--- src/lrpa_pkg.sv ---
// Shared types, constants and helpers for the line rasterizer pixel address block.
// Used by every module of the block; depends on nothing.
`timescale 1ns / 1ps
`default_nettype none

package lrpa_pkg;

    localparam int X_W     = 10;
    localparam int Y_W     = 9;
    localparam int ADDR_W  = 17;
    localparam int MASK_W  = 8;
    localparam int ERR_W   = 11;
    localparam int DEPTH_W = 2;
    localparam int SCALE_W = 2;

    localparam logic CMD_START   = 1'b0;
    localparam logic CMD_ADVANCE = 1'b1;

    localparam logic [1:0] REG_BASE  = 2'd0;
    localparam logic [1:0] REG_DEPTH = 2'd1;
    localparam logic [1:0] REG_SCALE = 2'd2;

    localparam logic [ADDR_W-1:0]  BASE_RESET  = '0;
    localparam logic [DEPTH_W-1:0] DEPTH_RESET = 2'd3;
    localparam logic [SCALE_W-1:0] SCALE_RESET = 2'd1;

    // 1bpp line length in bytes, per scale select
    localparam logic [6:0] LINE_BYTES [4] = '{7'd0, 7'd80, 7'd40, 7'd20};
    // leftmost pixel mask, per depth code
    localparam logic [MASK_W-1:0] FIRST_MASK [4] = '{8'h80, 8'hC0, 8'hF0, 8'hFF};

    typedef struct packed {
        logic [ADDR_W-1:0]  base;
        logic [DEPTH_W-1:0] depth;
        logic [SCALE_W-1:0] scale;
    } lrpa_cfg_t;

    // classified command, as queued between front and stepper
    typedef struct packed {
        logic           kind;
        logic [X_W-1:0] cur_x;
        logic [Y_W-1:0] cur_y;
        logic [X_W-1:0] major_end;
        logic [X_W-1:0] major_delta;
        logic [X_W-1:0] minor_delta;
        logic           x_is_major;
        logic           minor_dec;
    } lrpa_cmd_t;

    typedef struct packed {
        logic [X_W-1:0] x;
        logic [Y_W-1:0] y;
        logic           last;
    } lrpa_pix_t;

    function automatic logic [MASK_W-1:0] pixel_mask(
        input logic [DEPTH_W-1:0] depth,
        input logic [2:0]         x_low
    );
        logic [2:0] sh;
        sh = (x_low & (3'b111 >> depth)) << depth;
        return FIRST_MASK[depth] >> sh;
    endfunction

endpackage

`default_nettype wire

--- src/line_rasterizer_pixel_address.sv ---
// Bresenham line rasterizer with packed-bitmap pixel address and mask output.
// Item path: queue, stepper pixel register, mid and output registers; m_tready stalls hold it.
// Throughput: one item per cycle unless m_tready stalls, set by one stepper error update per cycle.
// An advance item with no line in progress gives no pixel.
// Reset (rst_n low, async): config to base 0, depth code 3, scale select 1; stepper idle,
// queue and pipeline empty. Depends on lrpa_pkg, lrpa_front, lrpa_queue, lrpa_stepper, lrpa_addr.
`timescale 1ns / 1ps
`default_nettype none

module line_rasterizer_pixel_address
    import lrpa_pkg::*;
#(
    parameter int QUEUE_DEPTH = 4
)
(
    input  wire logic        clk,
    input  wire logic        rst_n,
    input  wire logic        cfg_we,
    input  wire logic [1:0]  cfg_index,
    input  wire logic [16:0] cfg_data,
    input  wire logic        s_tvalid,
    output logic             s_tready,
    input  wire logic [39:0] s_tdata,   // start_x[9:0], end_x[19:10], start_y[28:20], end_y[37:29]
    input  wire logic        s_tuser,   // cmd
    output logic             m_tvalid,
    input  wire logic        m_tready,
    output logic [47:0]      m_tdata,   // pixel_x[9:0], pixel_y[18:10], pixel_address[35:19],
                                        // pixel_mask[43:36]
    output logic             m_tlast    // last_point
);

    logic [ADDR_W-1:0]  base_reg;
    logic [DEPTH_W-1:0] depth_reg;
    logic [SCALE_W-1:0] scale_reg;
    lrpa_cfg_t          cfg;

    logic       queue_full, push, pop, pop_valid, p_valid, p_ready;
    lrpa_cmd_t  push_entry, pop_entry;
    lrpa_pix_t  p_pix;

    always_ff @(posedge clk or negedge rst_n)
    begin
        if (!rst_n)
        begin
            base_reg  <= BASE_RESET;
            depth_reg <= DEPTH_RESET;
            scale_reg <= SCALE_RESET;
        end
        else if (cfg_we)
        begin
            unique case (cfg_index)
                REG_BASE:  base_reg  <= cfg_data;
                REG_DEPTH: depth_reg <= cfg_data[DEPTH_W-1:0];
                REG_SCALE: scale_reg <= cfg_data[SCALE_W-1:0];
                default:   ;
            endcase
        end
    end

    assign cfg = '{base: base_reg, depth: depth_reg, scale: scale_reg};

    lrpa_front u_front (
        .s_tvalid   (s_tvalid),
        .s_tready   (s_tready),
        .s_tdata    (s_tdata),
        .s_tuser    (s_tuser),
        .queue_full (queue_full),
        .push       (push),
        .push_entry (push_entry)
    );

    lrpa_queue #(
        .DEPTH (QUEUE_DEPTH)
    ) u_queue (
        .clk        (clk),
        .rst_n      (rst_n),
        .push       (push),
        .push_entry (push_entry),
        .full       (queue_full),
        .pop        (pop),
        .pop_valid  (pop_valid),
        .pop_entry  (pop_entry)
    );

    lrpa_stepper u_stepper (
        .clk     (clk),
        .rst_n   (rst_n),
        .q_valid (pop_valid),
        .q_entry (pop_entry),
        .q_pop   (pop),
        .p_valid (p_valid),
        .p_pix   (p_pix),
        .p_ready (p_ready)
    );

    lrpa_addr u_addr (
        .clk      (clk),
        .rst_n    (rst_n),
        .cfg      (cfg),
        .p_valid  (p_valid),
        .p_pix    (p_pix),
        .p_ready  (p_ready),
        .m_tvalid (m_tvalid),
        .m_tready (m_tready),
        .m_tdata  (m_tdata),
        .m_tlast  (m_tlast)
    );

endmodule

`default_nettype wire

--- src/lrpa_front.sv ---
// Front end: takes input items, classifies start/advance and sets up the octant.
// Depends on lrpa_pkg; feeds lrpa_queue.
`timescale 1ns / 1ps
`default_nettype none

module lrpa_front
    import lrpa_pkg::*;
(
    input  wire logic            s_tvalid,
    output logic                 s_tready,
    input  wire logic [39:0]     s_tdata,
    input  wire logic            s_tuser,
    input  wire logic            queue_full,
    output logic                 push,
    output lrpa_cmd_t            push_entry
);

    logic [X_W-1:0] sx, ex, dx, dy;
    logic [Y_W-1:0] sy, ey, dy_n;
    logic           x_up, y_up, x_major;

    assign sx = s_tdata[9:0];
    assign ex = s_tdata[19:10];
    assign sy = s_tdata[28:20];
    assign ey = s_tdata[37:29];

    assign s_tready = !queue_full;
    assign push     = s_tvalid && !queue_full;

    always_comb
    begin
        x_up    = sx < ex;
        y_up    = sy < ey;
        dx      = x_up ? ex - sx : sx - ex;
        dy_n    = y_up ? ey - sy : sy - ey;
        dy      = {1'b0, dy_n};
        x_major = dy < dx;

        push_entry            = '0;
        push_entry.kind       = s_tuser;
        push_entry.x_is_major = x_major;
        push_entry.minor_dec  = x_up != y_up;
        if (x_major)
        begin
            push_entry.cur_x       = x_up ? sx : ex;
            push_entry.cur_y       = x_up ? sy : ey;
            push_entry.major_end   = x_up ? ex : sx;
            push_entry.major_delta = dx;
            push_entry.minor_delta = dy;
        end
        else
        begin
            // ties in y start at the second endpoint
            push_entry.cur_x       = y_up ? sx : ex;
            push_entry.cur_y       = y_up ? sy : ey;
            push_entry.major_end   = {1'b0, (y_up ? ey : sy)};
            push_entry.major_delta = dy;
            push_entry.minor_delta = dx;
        end
    end

endmodule

`default_nettype wire

--- src/lrpa_queue.sv ---
// Command queue between front end and stepper.
// Depends on lrpa_pkg.
`timescale 1ns / 1ps
`default_nettype none

module lrpa_queue
    import lrpa_pkg::*;
#(
    parameter int DEPTH = 4
)
(
    input  wire logic      clk,
    input  wire logic      rst_n,
    input  wire logic      push,
    input  wire lrpa_cmd_t push_entry,
    output logic           full,
    input  wire logic      pop,
    output logic           pop_valid,
    output lrpa_cmd_t      pop_entry
);

    localparam int PW = (DEPTH > 1) ? $clog2(DEPTH) : 1;
    localparam int CW = $clog2(DEPTH + 1);

    lrpa_cmd_t       mem_reg [DEPTH];
    logic [PW-1:0]   wr_ptr_reg, wr_ptr_next;
    logic [PW-1:0]   rd_ptr_reg, rd_ptr_next;
    logic [CW-1:0]   count_reg, count_next;

    assign full      = count_reg == CW'(DEPTH);
    assign pop_valid = count_reg != '0;
    assign pop_entry = mem_reg[rd_ptr_reg];

    always_comb
    begin
        wr_ptr_next = wr_ptr_reg;
        rd_ptr_next = rd_ptr_reg;
        if (push)
            wr_ptr_next = (wr_ptr_reg == PW'(DEPTH - 1)) ? '0 : wr_ptr_reg + 1'b1;
        if (pop)
            rd_ptr_next = (rd_ptr_reg == PW'(DEPTH - 1)) ? '0 : rd_ptr_reg + 1'b1;
        unique case ({push, pop})
            2'b10:   count_next = count_reg + 1'b1;
            2'b01:   count_next = count_reg - 1'b1;
            default: count_next = count_reg;
        endcase
    end

    always_ff @(posedge clk or negedge rst_n)
    begin
        if (!rst_n)
        begin
            wr_ptr_reg <= '0;
            rd_ptr_reg <= '0;
            count_reg  <= '0;
        end
        else
        begin
            wr_ptr_reg <= wr_ptr_next;
            rd_ptr_reg <= rd_ptr_next;
            count_reg  <= count_next;
        end
    end

    always_ff @(posedge clk)
    begin
        if (push)
            mem_reg[wr_ptr_reg] <= push_entry;
    end

endmodule

`default_nettype wire

--- src/lrpa_stepper.sv ---
// Back end: Bresenham stepper, one error update per item, registered pixel out.
// Depends on lrpa_pkg; fed by lrpa_queue, feeds lrpa_addr.
`timescale 1ns / 1ps
`default_nettype none

module lrpa_stepper
    import lrpa_pkg::*;
(
    input  wire logic      clk,
    input  wire logic      rst_n,
    input  wire logic      q_valid,
    input  wire lrpa_cmd_t q_entry,
    output logic           q_pop,
    output logic           p_valid,
    output lrpa_pix_t      p_pix,
    input  wire logic      p_ready
);

    logic             active_reg, active_next;
    logic [X_W-1:0]   cur_x_reg, cur_x_next;
    logic [Y_W-1:0]   cur_y_reg, cur_y_next;
    logic [X_W-1:0]   major_end_reg, major_end_next;
    logic [X_W-1:0]   major_delta_reg, major_delta_next;
    logic [X_W-1:0]   minor_delta_reg, minor_delta_next;
    logic [ERR_W-1:0] error_reg, error_next;
    logic             x_major_reg, x_major_next;
    logic             minor_dec_reg, minor_dec_next;
    logic             p_valid_reg, p_valid_next;
    lrpa_pix_t        pix_reg, pix_next;

    logic             p_free, emit, last;
    logic [ERR_W-1:0] err_sum;
    logic [X_W-1:0]   major_pos;

    assign p_valid = p_valid_reg;
    assign p_pix   = pix_reg;

    always_comb
    begin
        active_next      = active_reg;
        cur_x_next       = cur_x_reg;
        cur_y_next       = cur_y_reg;
        major_end_next   = major_end_reg;
        major_delta_next = major_delta_reg;
        minor_delta_next = minor_delta_reg;
        error_next       = error_reg;
        x_major_next     = x_major_reg;
        minor_dec_next   = minor_dec_reg;
        emit             = 1'b0;
        err_sum          = error_reg + {1'b0, minor_delta_reg};

        p_free = !p_valid_reg || p_ready;
        q_pop  = q_valid && p_free;

        if (q_pop)
        begin
            if (q_entry.kind == CMD_START)
            begin
                cur_x_next       = q_entry.cur_x;
                cur_y_next       = q_entry.cur_y;
                major_end_next   = q_entry.major_end;
                major_delta_next = q_entry.major_delta;
                minor_delta_next = q_entry.minor_delta;
                x_major_next     = q_entry.x_is_major;
                minor_dec_next   = q_entry.minor_dec;
                error_next       = {2'b00, q_entry.minor_delta[X_W-1:1]};
                emit             = 1'b1;
            end
            else if (active_reg)
            begin
                emit = 1'b1;
                if (x_major_reg)
                    cur_x_next = cur_x_reg + 1'b1;
                else
                    cur_y_next = cur_y_reg + 1'b1;
                error_next = err_sum;
                if ({1'b0, major_delta_reg} < err_sum)
                begin
                    error_next = err_sum - {1'b0, major_delta_reg};
                    if (x_major_reg)
                        cur_y_next = minor_dec_reg ? cur_y_reg - 1'b1 : cur_y_reg + 1'b1;
                    else
                        cur_x_next = minor_dec_reg ? cur_x_reg - 1'b1 : cur_x_reg + 1'b1;
                end
            end
        end

        major_pos = x_major_next ? cur_x_next : {1'b0, cur_y_next};
        last      = major_pos == major_end_next;
        if (emit)
            active_next = !last;

        p_valid_next = p_free ? emit : p_valid_reg;
        pix_next     = pix_reg;
        if (emit)
            pix_next = '{x: cur_x_next, y: cur_y_next, last: last};
    end

    always_ff @(posedge clk or negedge rst_n)
    begin
        if (!rst_n)
        begin
            active_reg  <= 1'b0;
            p_valid_reg <= 1'b0;
        end
        else
        begin
            active_reg  <= active_next;
            p_valid_reg <= p_valid_next;
        end
    end

    always_ff @(posedge clk)
    begin
        cur_x_reg       <= cur_x_next;
        cur_y_reg       <= cur_y_next;
        major_end_reg   <= major_end_next;
        major_delta_reg <= major_delta_next;
        minor_delta_reg <= minor_delta_next;
        error_reg       <= error_next;
        x_major_reg     <= x_major_next;
        minor_dec_reg   <= minor_dec_next;
        pix_reg         <= pix_next;
    end

endmodule

`default_nettype wire

--- src/lrpa_addr.sv ---
// Pixel address and mask pipeline: row product stage, then final sum into output register.
// Depends on lrpa_pkg; fed by lrpa_stepper, drives the master stream.
`timescale 1ns / 1ps
`default_nettype none

module lrpa_addr
    import lrpa_pkg::*;
(
    input  wire logic      clk,
    input  wire logic      rst_n,
    input  wire lrpa_cfg_t cfg,
    input  wire logic      p_valid,
    input  wire lrpa_pix_t p_pix,
    output logic           p_ready,
    output logic           m_tvalid,
    input  wire logic      m_tready,
    output logic [47:0]    m_tdata,
    output logic           m_tlast
);

    logic              mid_valid_reg;
    lrpa_pix_t         mid_pix_reg;
    logic [ADDR_W-1:0] mid_row_reg, mid_row_next;
    logic [X_W-1:0]    mid_xoff_reg, mid_xoff_next;
    logic [MASK_W-1:0] mid_mask_reg, mid_mask_next;

    logic              out_valid_reg;
    lrpa_pix_t         out_pix_reg;
    logic [ADDR_W-1:0] out_addr_reg, out_addr_next;
    logic [MASK_W-1:0] out_mask_reg;

    logic              mid_free, out_free;
    logic [X_W-1:0]    stride;
    logic [18:0]       row_prod;

    assign out_free = !out_valid_reg || m_tready;
    assign mid_free = !mid_valid_reg || out_free;
    assign p_ready  = mid_free;

    always_comb
    begin
        stride        = X_W'({3'b000, LINE_BYTES[cfg.scale]} << cfg.depth);
        row_prod      = 19'(p_pix.y) * 19'(stride);
        mid_row_next  = row_prod[ADDR_W-1:0];
        mid_xoff_next = p_pix.x >> (~cfg.depth);
        mid_mask_next = pixel_mask(cfg.depth, p_pix.x[2:0]);
        out_addr_next = cfg.base + mid_row_reg + {{(ADDR_W - X_W){1'b0}}, mid_xoff_reg};
    end

    always_ff @(posedge clk or negedge rst_n)
    begin
        if (!rst_n)
        begin
            mid_valid_reg <= 1'b0;
            out_valid_reg <= 1'b0;
        end
        else
        begin
            if (mid_free)
                mid_valid_reg <= p_valid;
            if (out_free)
                out_valid_reg <= mid_valid_reg;
        end
    end

    always_ff @(posedge clk)
    begin
        if (mid_free && p_valid)
        begin
            mid_pix_reg  <= p_pix;
            mid_row_reg  <= mid_row_next;
            mid_xoff_reg <= mid_xoff_next;
            mid_mask_reg <= mid_mask_next;
        end
        if (out_free && mid_valid_reg)
        begin
            out_pix_reg  <= mid_pix_reg;
            out_addr_reg <= out_addr_next;
            out_mask_reg <= mid_mask_reg;
        end
    end

    assign m_tvalid = out_valid_reg;
    assign m_tlast  = out_pix_reg.last;
    assign m_tdata  = {4'b0000, out_mask_reg, out_addr_reg, out_pix_reg.y, out_pix_reg.x};

endmodule

`default_nettype wire
--- config.mk ---
export PLATFORM = sky130hd
export DESIGN_NAME = line_rasterizer_pixel_address
export DESIGN_NICKNAME = d
export VERILOG_FILES = /design/src/lrpa_pkg.sv /design/src/line_rasterizer_pixel_address.sv /design/src/lrpa_front.sv /design/src/lrpa_queue.sv /design/src/lrpa_stepper.sv /design/src/lrpa_addr.sv
export SDC_FILE = /design/constraint.sdc
export NUM_CORES = 1
export LEC_CHECK = 0
export BUFFER_PORTS_ARGS = -buffer_cell sky130_fd_sc_hd__clkbuf_2
export CAP_MARGIN = 20
export CORE_UTILIZATION = 40
export DETAILED_ROUTE_END_ITERATION = 12
export RECOVER_POWER = 25
export SYNTH_ARGS = -nofsm -noshare
export SYNTH_HDL_FRONTEND = slang
export SYNTH_HIERARCHICAL = 1
export SYNTH_SLANG_ARGS = --single-unit
export TNS_END_PERCENT = 100
--- constraint.sdc ---
create_clock -name clk -period 6.65 [get_ports clk]
set_clock_uncertainty 0.15 [all_clocks]
set_input_delay 0.9975 -clock clk [delete_from_list [all_inputs] [get_ports clk]]
set_output_delay 0.9975 -clock clk [all_outputs]
set_load 0.02 [all_outputs]
==> summary.md, run 1 <==
| Metric | Value |
|---|---|
| Run status | complete, but fails checks |
| Violations in the final reports | max-capacitance violations, max-slew violations |
| CP peak stage delay | 0.90 ns |
| Fillers | 5259 |
| Share of the clock period used by the worst path after layout | 88.0% |
| Cell type of the slowest stage on the worst timing path | dfstp_2 |
| Fraction of synthesized cell area taken by the top area cell type | 46.0% |
| Wire length of the first global-routing pass | 79.6 mm |
| Cell area after synthesis | 0.0234 mm² |
| Commonest register cell after synthesis | edfxtp_1 |
| Number of placed I/O pins | 116 |
| Cell-by-cell listing of the critical path | or2b_1, and2_1, nand2_1, o21ai_1, nand2_1, fa_1, fa_1, inv_1, fa_1, inv_1, fa_1, inv_1, ha_1, and3_1, a22oi_1, a21oi_1, a31oi_1, xnor2_1 |
| Data required time of the critical path | 6.83 ns |
| Count of nets left with antenna violations after detail routing | 0 |
| Initial core utilization | 40.5% |
| GRT Overall Usage | 17.0% |
| Max FFs per register | 208 |
| Reg2reg setup slack | 0.80 ns |
| RR Startpoint | depth_reg[0] |
| Setup slack of the critical path after layout | 0.799 ns |
| Mean post-synth cell area | 12.7 µm² |
| Kind of path behind the tightest hold check | flip-flop to flip-flop |
| Die area | 0.0594 mm² |
| Pin count of the biggest net entering global routing | 54 |
| Hold Violations, Final | 0 |
| Number of setup violations in the final report | 0 |
| Number of max-slew violations in the final report | 145 |
| CTS clock-pin slew for the worst setup and hold paths | 0.06 ns |
| Part of the Yosys area used for sequential elements | 52.0% |
| Synthesized instance count | 1833 |
| Via count | 14400 |
| Leading cell types by count after synthesis | edfxtp_1, inv_1, ha_1, nand2_1, a21oi_1 |
| Source of the worst hold timing path | u_addr/mid_pix_reg[16] |
| Average routed wire per standard cell | 18.3 µm |
| Detailed-route wire length | 50.1 mm |
| Total half-perimeter wirelength after legalization and detailed placement | 35.6 mm |
| Hold path endpoint | u_addr/m_tdata[6] |
| Number of DRC markers after the initial detailed-route iteration | 842 |
| R2R Path End | u_addr/mid_row_reg[16] |
| Antenna diode instance count | 0 |
| Final nets | 2188 |
| Max_cap viols | 3 |
| Clock root buffer | clkbuf_16 |
| Post-cts repair resize count | 0 |
| Hold path cells | 0 |
| CP startpoint kind | flip-flop |
| Core Footprint | 0.0577 mm² |
| Number of synthesized flops with an enable pin | 358 |
| Routability-driven placement congestion ratio | 0.902 |
| Fraction of registers with async set/reset | 7.62% |
| Cell with the most instances after synthesis | edfxtp_1 |
| Setup repair after global routing missed its margin | false |
| Initial antenna violation count | 1 |
| Time the worst path needs with I/O delays and setup | 5.85 ns |
| Setup total negative slack | 0 ns |
| Met2 routed wirelength | 24.4 mm |
| Met1 WL | 22.4 mm |
| Die height | 244 µm |
| DRC | 0 |
| Most used cell, CP | fa_1 |
| Worst setup path class | flip-flop to flip-flop |
| Count of yosys warnings during synthesis | 6 |
| Final Instance Count excl. Fillers | 2735 |
| Number of buffers inserted to repair setup after CTS | 0 |
| Crit. End Element | flip-flop |
| Cell accounting for the most synthesized area | edfxtp_1 |
| Area grow syn2layout | 11.4% |
| Fraction of final layout cells with drive strength greater than 1 | 16.1% |
| Die boundary width | 244 µm |
| Detailed-route vias per instance | 5.26 |
| Setup Slack @ Placement | 0.539 ns |
| Transition time at the pin with the least slew margin | 3.44 ns |
| Placement Rows | 88 |
| Number of clock sinks seen by CTS | 420 |
| Worst Reg2Reg Path Length in Cells | 18 |
| Number of buffers inserted for hold repair after clock tree synthesis | 0 |
| Maximum fanout along the worst path | 30 |
| Number of detailed-route iterations in the first pass | 6 |
| Remaining Overflow, GRT | 0 |
| Port Buffers | 109 |
| Maximum level of the CTS H-tree | 2 |
| Cells taking the most area after synthesis | edfxtp_1, ha_1, fa_1, mux4_2, dfrtp_1 |
| Detailed-routed wire length on met3 | 2.23 mm |
| Arrival @ worst endpoint | 6.03 ns |
| Max frequency | 171 MHz |
| Netlist cell types | 97 |
| CTS tree | built |
| Maximum clock path buffer count | 3 |
| Vias in the first global route | 14500 |
| Clock insertion delay at the later pin of the skew report | 0.59 ns |
| Number of buffers added by the clock tree synthesis step | 44 |
| Synth Register Bits | 420 |
| Rel. slew slack | -129% |
| Max Used Layer | met5 |
| Cells after DPL | 2651 |
-- final cells by class --
cell class	count	area, µm²	share of cell area (%)
clock buffer	55	1190	4.58
clock inverter	27	264	1.01
inverter	168	631	2.42
multi-input combinational	1165	10100	38.8
sequential	420	12200	46.7
tap	765	957	3.68
timing repair buffer	135	734	2.82
-- metal layers --
metal  track usage (%)  vias to the layer above
li1                  -                     6920
met1              22.5                     7061
met2              28.9                      337
met3              2.40                       74
met4              4.85                        2
met5                 0                        -
-- cell families after synthesis --
kind of cell    share of synthesized area [%]
flops                                    52.0
simple gates                             8.43
compound gates                           9.79
buf+inv                                  4.93
fa+ha+maj                                12.0
mux                                      9.99
xor+xnor                                 2.81
other cells                            0.0321
-- cell usage in the layout (no fill, tap or decap), drive strengths merged, types with 21 or more instances in the layout --
cell type / Yosys / routed
edfxtp: 358 / 358
inv: 167 / 169
clkbuf: 35 / 168
ha: 131 / 131
nand2: 121 / 121
a21oi: 116 / 116
nor2: 77 / 77
o21ai: 72 / 72
mux2i: 64 / 64
fa: 58 / 58
mux4: 55 / 55
xnor2: 54 / 54
and2: 51 / 51
mux2: 39 / 39
dfxtp: 30 / 30
dfrtp: 29 / 29
nand3: 28 / 28
and3: 24 / 24
a21o: 23 / 23
buf: 48 / 22
xor2: 21 / 21
-- critical path, delay by kind of cell (launching register included) --
| family | cells | cell delay, ns |
|---|---|---|
| simple gates | 5 | 0.93 |
| buf+inv | 3 | 0.14 |
| flops | 1 | 0.90 |
| fa+ha+maj | 5 | 2.39 |
| compound gates | 4 | 0.98 |
| xor+xnor | 1 | 0.10 |
-- stage by stage --
step	instance area (µm²)	hold WS [ns]	utilization, %
4_1_cts	26000	0.269	45.1
3_3_place_gp	24600	0.258	42.6
5_1_grt	26000	0.274	45.1
6_report	26000	0.266	45.1
3_5_place_dp	24600	0.255	42.6
2_1_floorplan	23400	0.250	-
-- worst max-delay path by stage --
stage / start / endpoint / slack [ns] / cells past startpoint
floorplan: s_tdata[21] / u_queue/mem_reg[0][40] / 1.53 / 17
global placement: s_tdata[0] / u_queue/mem_reg[0][10] / 0.59 / 19
detailed placement: s_tdata[0] / u_queue/mem_reg[3][45] / 0.54 / 21
CTS: depth_reg[1] / u_addr/mid_row_reg[16] / 0.87 / 16
global route: depth_reg[0] / u_addr/mid_row_reg[16] / 0.50 / 18
finish: depth_reg[0] / u_addr/mid_row_reg[16] / 0.80 / 18
Power of run 1 is left out: the tool's default activity adds up to more than one toggle a clock period on the data nets, which glitch-free logic cannot reach.
==> inputs of run 2 (changes only) <==
--- a/config.mk
+++ b/config.mk
@@ -12,6 +12,5 @@
 export RECOVER_POWER = 25
 export SYNTH_ARGS = -nofsm -noshare
 export SYNTH_HDL_FRONTEND = slang
-export SYNTH_HIERARCHICAL = 1
 export SYNTH_SLANG_ARGS = --single-unit
 export TNS_END_PERCENT = 100
==> summary.md, run 2 <==
| Metric | Value |
|---|---|
| Run status | complete, but fails checks |
| Violations in the final reports | max-capacitance violations, max-slew violations |
| Initial core utilization | 40.4% (-0.050 points) |
| Clock insertion delay at the later pin of the skew report | 0.59 ns (about the same) |
| Netlist cell types | 78 (-20%) |
| Rel. slew slack | -131% (-1.9 points) |
| Number of buffers added by the clock tree synthesis step | 47 (+6.8%) |
| Area grow syn2layout | 13.4% |
| Count of yosys warnings during synthesis | 0 (-6) |
| CTS tree | built |
| Die area | 0.0580 mm² (-2.4%) |
| Average routed wire per standard cell | 18.3 µm (-0.20%) |
| Count of nets left with antenna violations after detail routing | 0 (unchanged) |
| Remaining Overflow, GRT | 0 (unchanged) |
| Vias in the first global route | 14400 (-0.15%) |
| Max FFs per register | 208 (unchanged) |
| Wire length of the first global-routing pass | 78.0 mm (-1.9%) |
| Port Buffers | 109 (unchanged) |
| GRT Overall Usage | 17.4% (+0.42 points) |
| Number of DRC markers after the initial detailed-route iteration | 905 (+7.5%) |
| Synth Register Bits | 420 (unchanged) |
| Die boundary width | 241 µm (-1.2%) |
| Maximum clock path buffer count | 3 (unchanged) |
| Maximum level of the CTS H-tree | 2 (unchanged) |
| Transition time at the pin with the least slew margin | 3.47 ns (+0.0287 ns) |
| Number of synthesized flops with an enable pin | 358 (unchanged) |
| Core Footprint | 0.0564 mm² (-2.3%) |
| Detailed-route wire length | 49.4 mm (-1.4%) |
| Pin count of the biggest net entering global routing | 54 (unchanged) |
| Die height | 241 µm (-1.2%) |
| Routability-driven placement congestion ratio | 0.893 (-1.0%) |
| Via count | 14100 (-1.8%) |
| Time the worst path needs with I/O delays and setup | 5.96 ns (+0.105 ns) |
| Mean post-synth cell area | 12.8 µm² (+0.74%) |
| Leading cell types by count after synthesis | edfxtp_1, inv_1, ha_1, nand2_1, a21oi_1 |
| Max frequency | 168 MHz (-1.8%) |
| Placement Rows | 87 (-1.1%) |
| Maximum fanout along the worst path | 23 (-23%) |
| Arrival @ worst endpoint | 6.13 ns (+0.10 ns) |
| CTS clock-pin slew for the worst setup and hold paths | 0.06 ns (about the same) |
| Worst setup path class | input pin to flip-flop |
| Hold Violations, Final | 0 (unchanged) |
| DRC | 0 (unchanged) |
| Cell area after synthesis | 0.0228 mm² (-2.4%) |
| Commonest register cell after synthesis | edfxtp_1 |
| Fraction of final layout cells with drive strength greater than 1 | 16.6% (+0.50 points) |
| Register cell area after layout | 0.0122 mm² (unchanged) |
| Crit. End Element | flip-flop |
| Max_cap viols | 4 (+1) |
| Number of buffers inserted for hold repair after clock tree synthesis | 0 (unchanged) |
| Number of setup violations in the final report | 0 (unchanged) |
| Setup repair after global routing missed its margin | false |
| Most common library cell in the layout ignoring fill and taps | edfxtp_1 |
| Synthesized instance count | 1776 (-3.1%) |
| Cell with the most instances after synthesis | edfxtp_1 |
| Number of clock sinks seen by CTS | 420 (unchanged) |
| Fraction of registers with async set/reset | 7.62% (unchanged) |
| Setup total negative slack | 0 ns (unchanged) |
| Kind of path behind the tightest hold check | flip-flop to flip-flop |
| Share of the clock period used by the worst path after layout | 89.6% (+1.6 points) |
| Detailed-route vias per instance | 5.23 (-0.66%) |
| Clock root buffer | clkbuf_16 |
| Number of max-slew violations in the final report | 174 (+20%) |
| Reg2reg setup slack | 0.71 ns (-0.09 ns) |
| Cells taking the most area after synthesis | edfxtp_1, ha_1, mux4_2, fa_1, dfrtp_1 |
| CP startpoint kind | input pin |
| Data required time of the critical path | 6.82 ns (about the same) |
| Number of detailed-route iterations in the first pass | 7 (+1) |
| Area of the multi-input gates | 0.00974 mm² (-3.5%) |
| Antenna diode instance count | 0 (unchanged) |
| Part of the Yosys area used for sequential elements | 53.3% (+1.3 points) |
| Number of buffers inserted to repair setup after CTS | 0 (unchanged) |
| Most frequent cells in the layout | edfxtp_1, inv_1, ha_1, nand2_1, clkbuf_2 |
| Post-cts repair resize count | 0 (unchanged) |
| Number of placed I/O pins | 116 (unchanged) |
| Fillers | 5171 (-1.7%) |
| Cell accounting for the most synthesized area | edfxtp_1 |
| Fraction of synthesized cell area taken by the top area cell type | 47.1% (+1.1 points) |
| Total half-perimeter wirelength after legalization and detailed placement | 35.5 mm (-0.15%) |
| Initial antenna violation count | 1 (unchanged) |
| Final nets | 2162 (-1.2%) |
[run 2: final timing paths]
check,from,end,cells after the start
worst max-delay path,s_tdata[0],u_queue.mem_reg[0][10],22
worst min-delay path,u_addr.mid_pix_reg[4],u_addr.m_tdata[13],0
worst max register to register,depth_reg[1],u_addr.mid_row_reg[16],22
worst min register to register,u_addr.mid_pix_reg[4],u_addr.m_tdata[13],0
max in group asynchronous,rst_n,u_queue.rd_ptr_reg[0],1
min in group asynchronous,rst_n,base_reg[2],1
[run 2: critical path, stage by stage]
cell and delay (ns):
clkbuf_2 0.09, inv_1 0.09, ha_1 0.17, inv_1 0.05, fa_1 0.39, a21o_1 0.18, a21oi_1 0.25, o311ai_0 0.25
a31oi_4 0.45, buf_12 0.22, mux2i_1 0.22, a2bb2o_1 0.32, o31a_1 0.31, nor2_1 0.24, inv_1 0.08, ha_1 0.28
o21ai_0 0.08, o21bai_1 0.14, and3_1 0.27, buf_4 0.29, clkinv_1 0.32, mux2_2 0.42
[run 2: final cells by class]
| type | instances | share of cell area (%) |
|---|---|---|
| timing repair buffer | 145 | 3.17 |
| sequential | 420 | 47.0 |
| multi-input combinational | 1119 | 37.7 |
| tap | 756 | 3.66 |
| clock buffer | 55 | 4.66 |
| inverter | 175 | 2.57 |
| clock inverter | 33 | 1.26 |
[run 2: per-layer routing]
layer | vias up | track usage (%) | share of wire (%)
met3 | 77 | 2.76 | 4.6
met2 | 347 | 29.7 | 48
met1 | 6948 | 22.6 | 45
met5 | - | 0 | 0.026
met4 | 2 | 5.75 | 2.3
li1 | 6757 | - | -
[run 2: cells by family (layout without fill, tap and decap cells)]
logic type,after synthesis,count (layout),share of synthesized area [%]
AOI/OAI and AO/OA,315,315,9.03
xor gates and xnor gates,75,75,2.88
adders and majority gates,189,189,12.3
buffers and inverters,244,408,4.28
DFF,420,420,53.3
muxes,151,151,10.1
other,1,8,0.0164
and+or+nand+nor,381,381,8.15
[run 2: per-stage QoR]
stage	std cells	instance area [µm²]	hold slack, ns	utilization [%]	setup slack (ns)
final	2703	25900	0.270	45.9	0.693
after global routing	2703	25900	0.280	45.9	0.235
after CTS	2702	25900	0.272	45.9	0.691
after detailed placement	2614	24400	0.258	43.2	0.0714
after global placement	2614	24400	0.254	43.2	0.228
after floorplan	1783	22800	0.250	-	0.671
Power of run 2 is left out for the same reason.
==> inputs of run 3 (changes only) <==
--- a/config.mk
+++ b/config.mk
@@ -9,6 +9,7 @@
 export CAP_MARGIN = 20
 export CORE_UTILIZATION = 40
 export DETAILED_ROUTE_END_ITERATION = 12
+export PLACE_DENSITY = 0.61
 export RECOVER_POWER = 25
 export SYNTH_ARGS = -nofsm -noshare
 export SYNTH_HDL_FRONTEND = slang
==> constraint.sdc (replaced) <==
create_clock -name clk -period 5.7 [get_ports clk]
set_clock_uncertainty 0.15 [all_clocks]
set_input_delay 0.855 -clock clk [delete_from_list [all_inputs] [get_ports clk]]
set_output_delay 0.855 -clock clk [all_outputs]
set_load 0.02 [all_outputs]
==> summary.md, run 3 (synthesis results as in run 2) <==
| Metric | Value |
|---|---|
| Worst setup path class | flip-flop to flip-flop |
| Die area | 0.0580 mm² (unchanged) |
| RR Startpoint | u_stepper.error_reg[1] |
| Cell type of the slowest stage on the worst timing path | or4_4 |
| Hold path cells | 0 (unchanged) |
| Number of detailed-route iterations in the first pass | 5 (-2) |
| Die height | 241 µm (unchanged) |
| Data required time of the critical path | 6.01 ns (-0.81 ns) |
| Number of max-slew violations in the final report | 150 (-14%) |
| DRC | 0 (unchanged) |
| CTS clock-pin slew for the worst setup and hold paths | 0.06 ns (about the same) |
| Transition time at the pin with the least slew margin | 2.86 ns (-0.604 ns) |
| Most common library cell in the layout ignoring fill and taps | edfxtp_1 |
| CP peak stage delay | 0.54 ns (+0.09 ns) |
| Run status | complete, but fails checks |
| Max FFs per register | 208 (unchanged) |
| Maximum fanout along the worst path | 7 (-70%) |
| R2R Path End | u_stepper.active_reg |
| Final nets | 2248 (+4.0%) |
| Detailed-route vias per instance | 5.16 (-1.3%) |
| Number of buffers added by the clock tree synthesis step | 46 (-2.1%) |
| Share of the clock period used by the worst path after layout | 95.3% |
| Die boundary width | 241 µm (unchanged) |
| Time the worst path needs with I/O delays and setup | 5.43 ns |
| Rel. slew slack | -91.0% (+40 points) |
| Detailed-route wire length | 50.8 mm (+2.8%) |
| Total half-perimeter wirelength after legalization and detailed placement | 37.1 mm (+4.5%) |
| Setup slack of the critical path after layout | 0.270 ns (-0.423 ns) |
| Count of nets left with antenna violations after detail routing | 0 (unchanged) |
| Source of the worst hold timing path | u_addr.mid_pix_reg[3] |
| Violations in the final reports | max-capacitance violations, max-slew violations |
| Max_cap viols | 4 (unchanged) |
| CP startpoint kind | flip-flop |
| Fraction of final layout cells with drive strength greater than 1 | 20.8% (+4.2 points) |
| Setup Slack @ Placement | -0.431 ns (-0.503 ns) |
| Kind of path behind the tightest hold check | flip-flop to flip-flop |
| Hold Violations, Final | 0 (unchanged) |
| Maximum level of the CTS H-tree | 2 (unchanged) |
| Initial core utilization | 40.4% (unchanged) |
| Via count | 14400 (+1.8%) |
| Cell-by-cell listing of the critical path | ha_1, a21o_1, a21oi_2, o21bai_1, a21oi_2, o21bai_1, a21oi_1, o21bai_1, a21oi_2, xnor2_1, ha_1, nand3_1, nor3_1, a21o_1, o221a_4, and3_1, a2111oi_1, nor2_1, xor2_1, o32a_1, or4_4, o32a_1 |
| Clock root buffer | clkbuf_16 |
| Routability-driven placement congestion ratio | 0.909 (+1.8%) |
| Reg2reg setup slack | 0.27 ns (-0.44 ns) |
| Wire length of the first global-routing pass | 81.0 mm (+3.9%) |
| Initial antenna violation count | 0 (-1) |
| Number of setup violations in the final report | 0 (unchanged) |
| Number of DRC markers after the initial detailed-route iteration | 859 (-5.1%) |
| Vias in the first global route | 14900 (+3.1%) |
| Maximum clock path buffer count | 3 (unchanged) |
| Average routed wire per standard cell | 18.2 µm (-0.35%) |
| Crit. End Element | flip-flop |
| Number of placed I/O pins | 116 (unchanged) |
| Core Footprint | 0.0564 mm² (unchanged) |
| Clock insertion delay at the later pin of the skew report | 0.59 ns (about the same) |
| Pin count of the biggest net entering global routing | 54 (unchanged) |
| Worst Reg2Reg Path Length in Cells | 22 (unchanged) |
| Arrival @ worst endpoint | 5.74 ns (-0.39 ns) |
| CTS tree | built |
| Antenna diode instance count | 0 (unchanged) |
| Worst-case hold slack | 0.266 ns (-0.00341 ns) |
| Port Buffers | 109 (unchanged) |
| GRT Overall Usage | 18.1% (+0.68 points) |
| Hold path endpoint | u_addr.m_tdata[12] |
| Max frequency | 184 MHz |
| Number of clock sinks seen by CTS | 420 (unchanged) |
| Area grow syn2layout | 16.4% |
| Most frequent cells in the layout | edfxtp_1, inv_1, ha_1, nand2_1, buf_4 |
| Remaining Overflow, GRT | 0 (unchanged) |
| Placement Rows | 87 (unchanged) |
## run 3: cell types whose count changed in the layout (fill, tap and decap cells not counted), sizes merged
cell,delta
dlygate4sd3,+1
clkbuf,+8
buf,+85
bufinv,-2
clkinv,-8
clkinvlp,+1
## run 3: area by class of cell
class                   count  area (µm²)
clock inverters            24         255
inverters                 175         664
clock buffers              62        1210
flip-flops and latches    420       12200
well taps                 756         946
fillers                  5111       29800
repair buffers            232        1500
multi-input cells        1119        9800
## run 3: what timing repair did
item | CTS | global route
hold buffers | 0 | 1
resized for setup | 0 | 23
setup endpoints to repair | 0 | 90
setup buffers | 0 | 2
endpoints found under the hold margin | 0 | 5
## run 3: layer usage
metal / global-route usage [%] / wire, µm / vias to the layer above
li1: - / - / 6918
met1: 23.6 / 22600 / 7051
met2: 30.5 / 24400 / 341
met3: 2.97 / 2430 / 78
met4: 6.12 / 1370 / 0
met5: 0 / 0 / -
## run 3: critical path: cells and delay by family (launching register included)
kind,cells,cell delay [ns]
AOI/OAI and AO/OA,13,2.70
xor gates and xnor gates,2,0.34
adders and majority gates,2,0.61
DFF,1,0.43
and+or+nand+nor,5,1.05
## run 3: metrics by stage
step	cells	setup TNS, ns	utilization [%]	instance area, µm²
after floorplan	1783	0	-	22800
after global placement	2698	-28.45	44.3	25000
after detailed placement	2698	-51.51	44.3	25000
after CTS	2784	0	46.9	26500
after global routing	2788	-0.0334	47.1	26500
final	2788	0	47.1	26500
## run 3: worst max path at each step
stage | cells past startpoint | from | end
after global placement | 22 | s_tdata[0] | u_queue.mem_reg[0][50]
after global routing | 22 | u_stepper.error_reg[1] | u_stepper.active_reg
after detailed placement | 22 | s_tdata[0] | u_queue.mem_reg[3][50]
final | 22 | u_stepper.error_reg[1] | u_stepper.active_reg
after CTS | 22 | u_stepper.error_reg[1] | u_stepper.active_reg
after floorplan | 25 | s_tdata[0] | u_queue.mem_reg[0][39]
Power of run 3 is left out for the same reason.
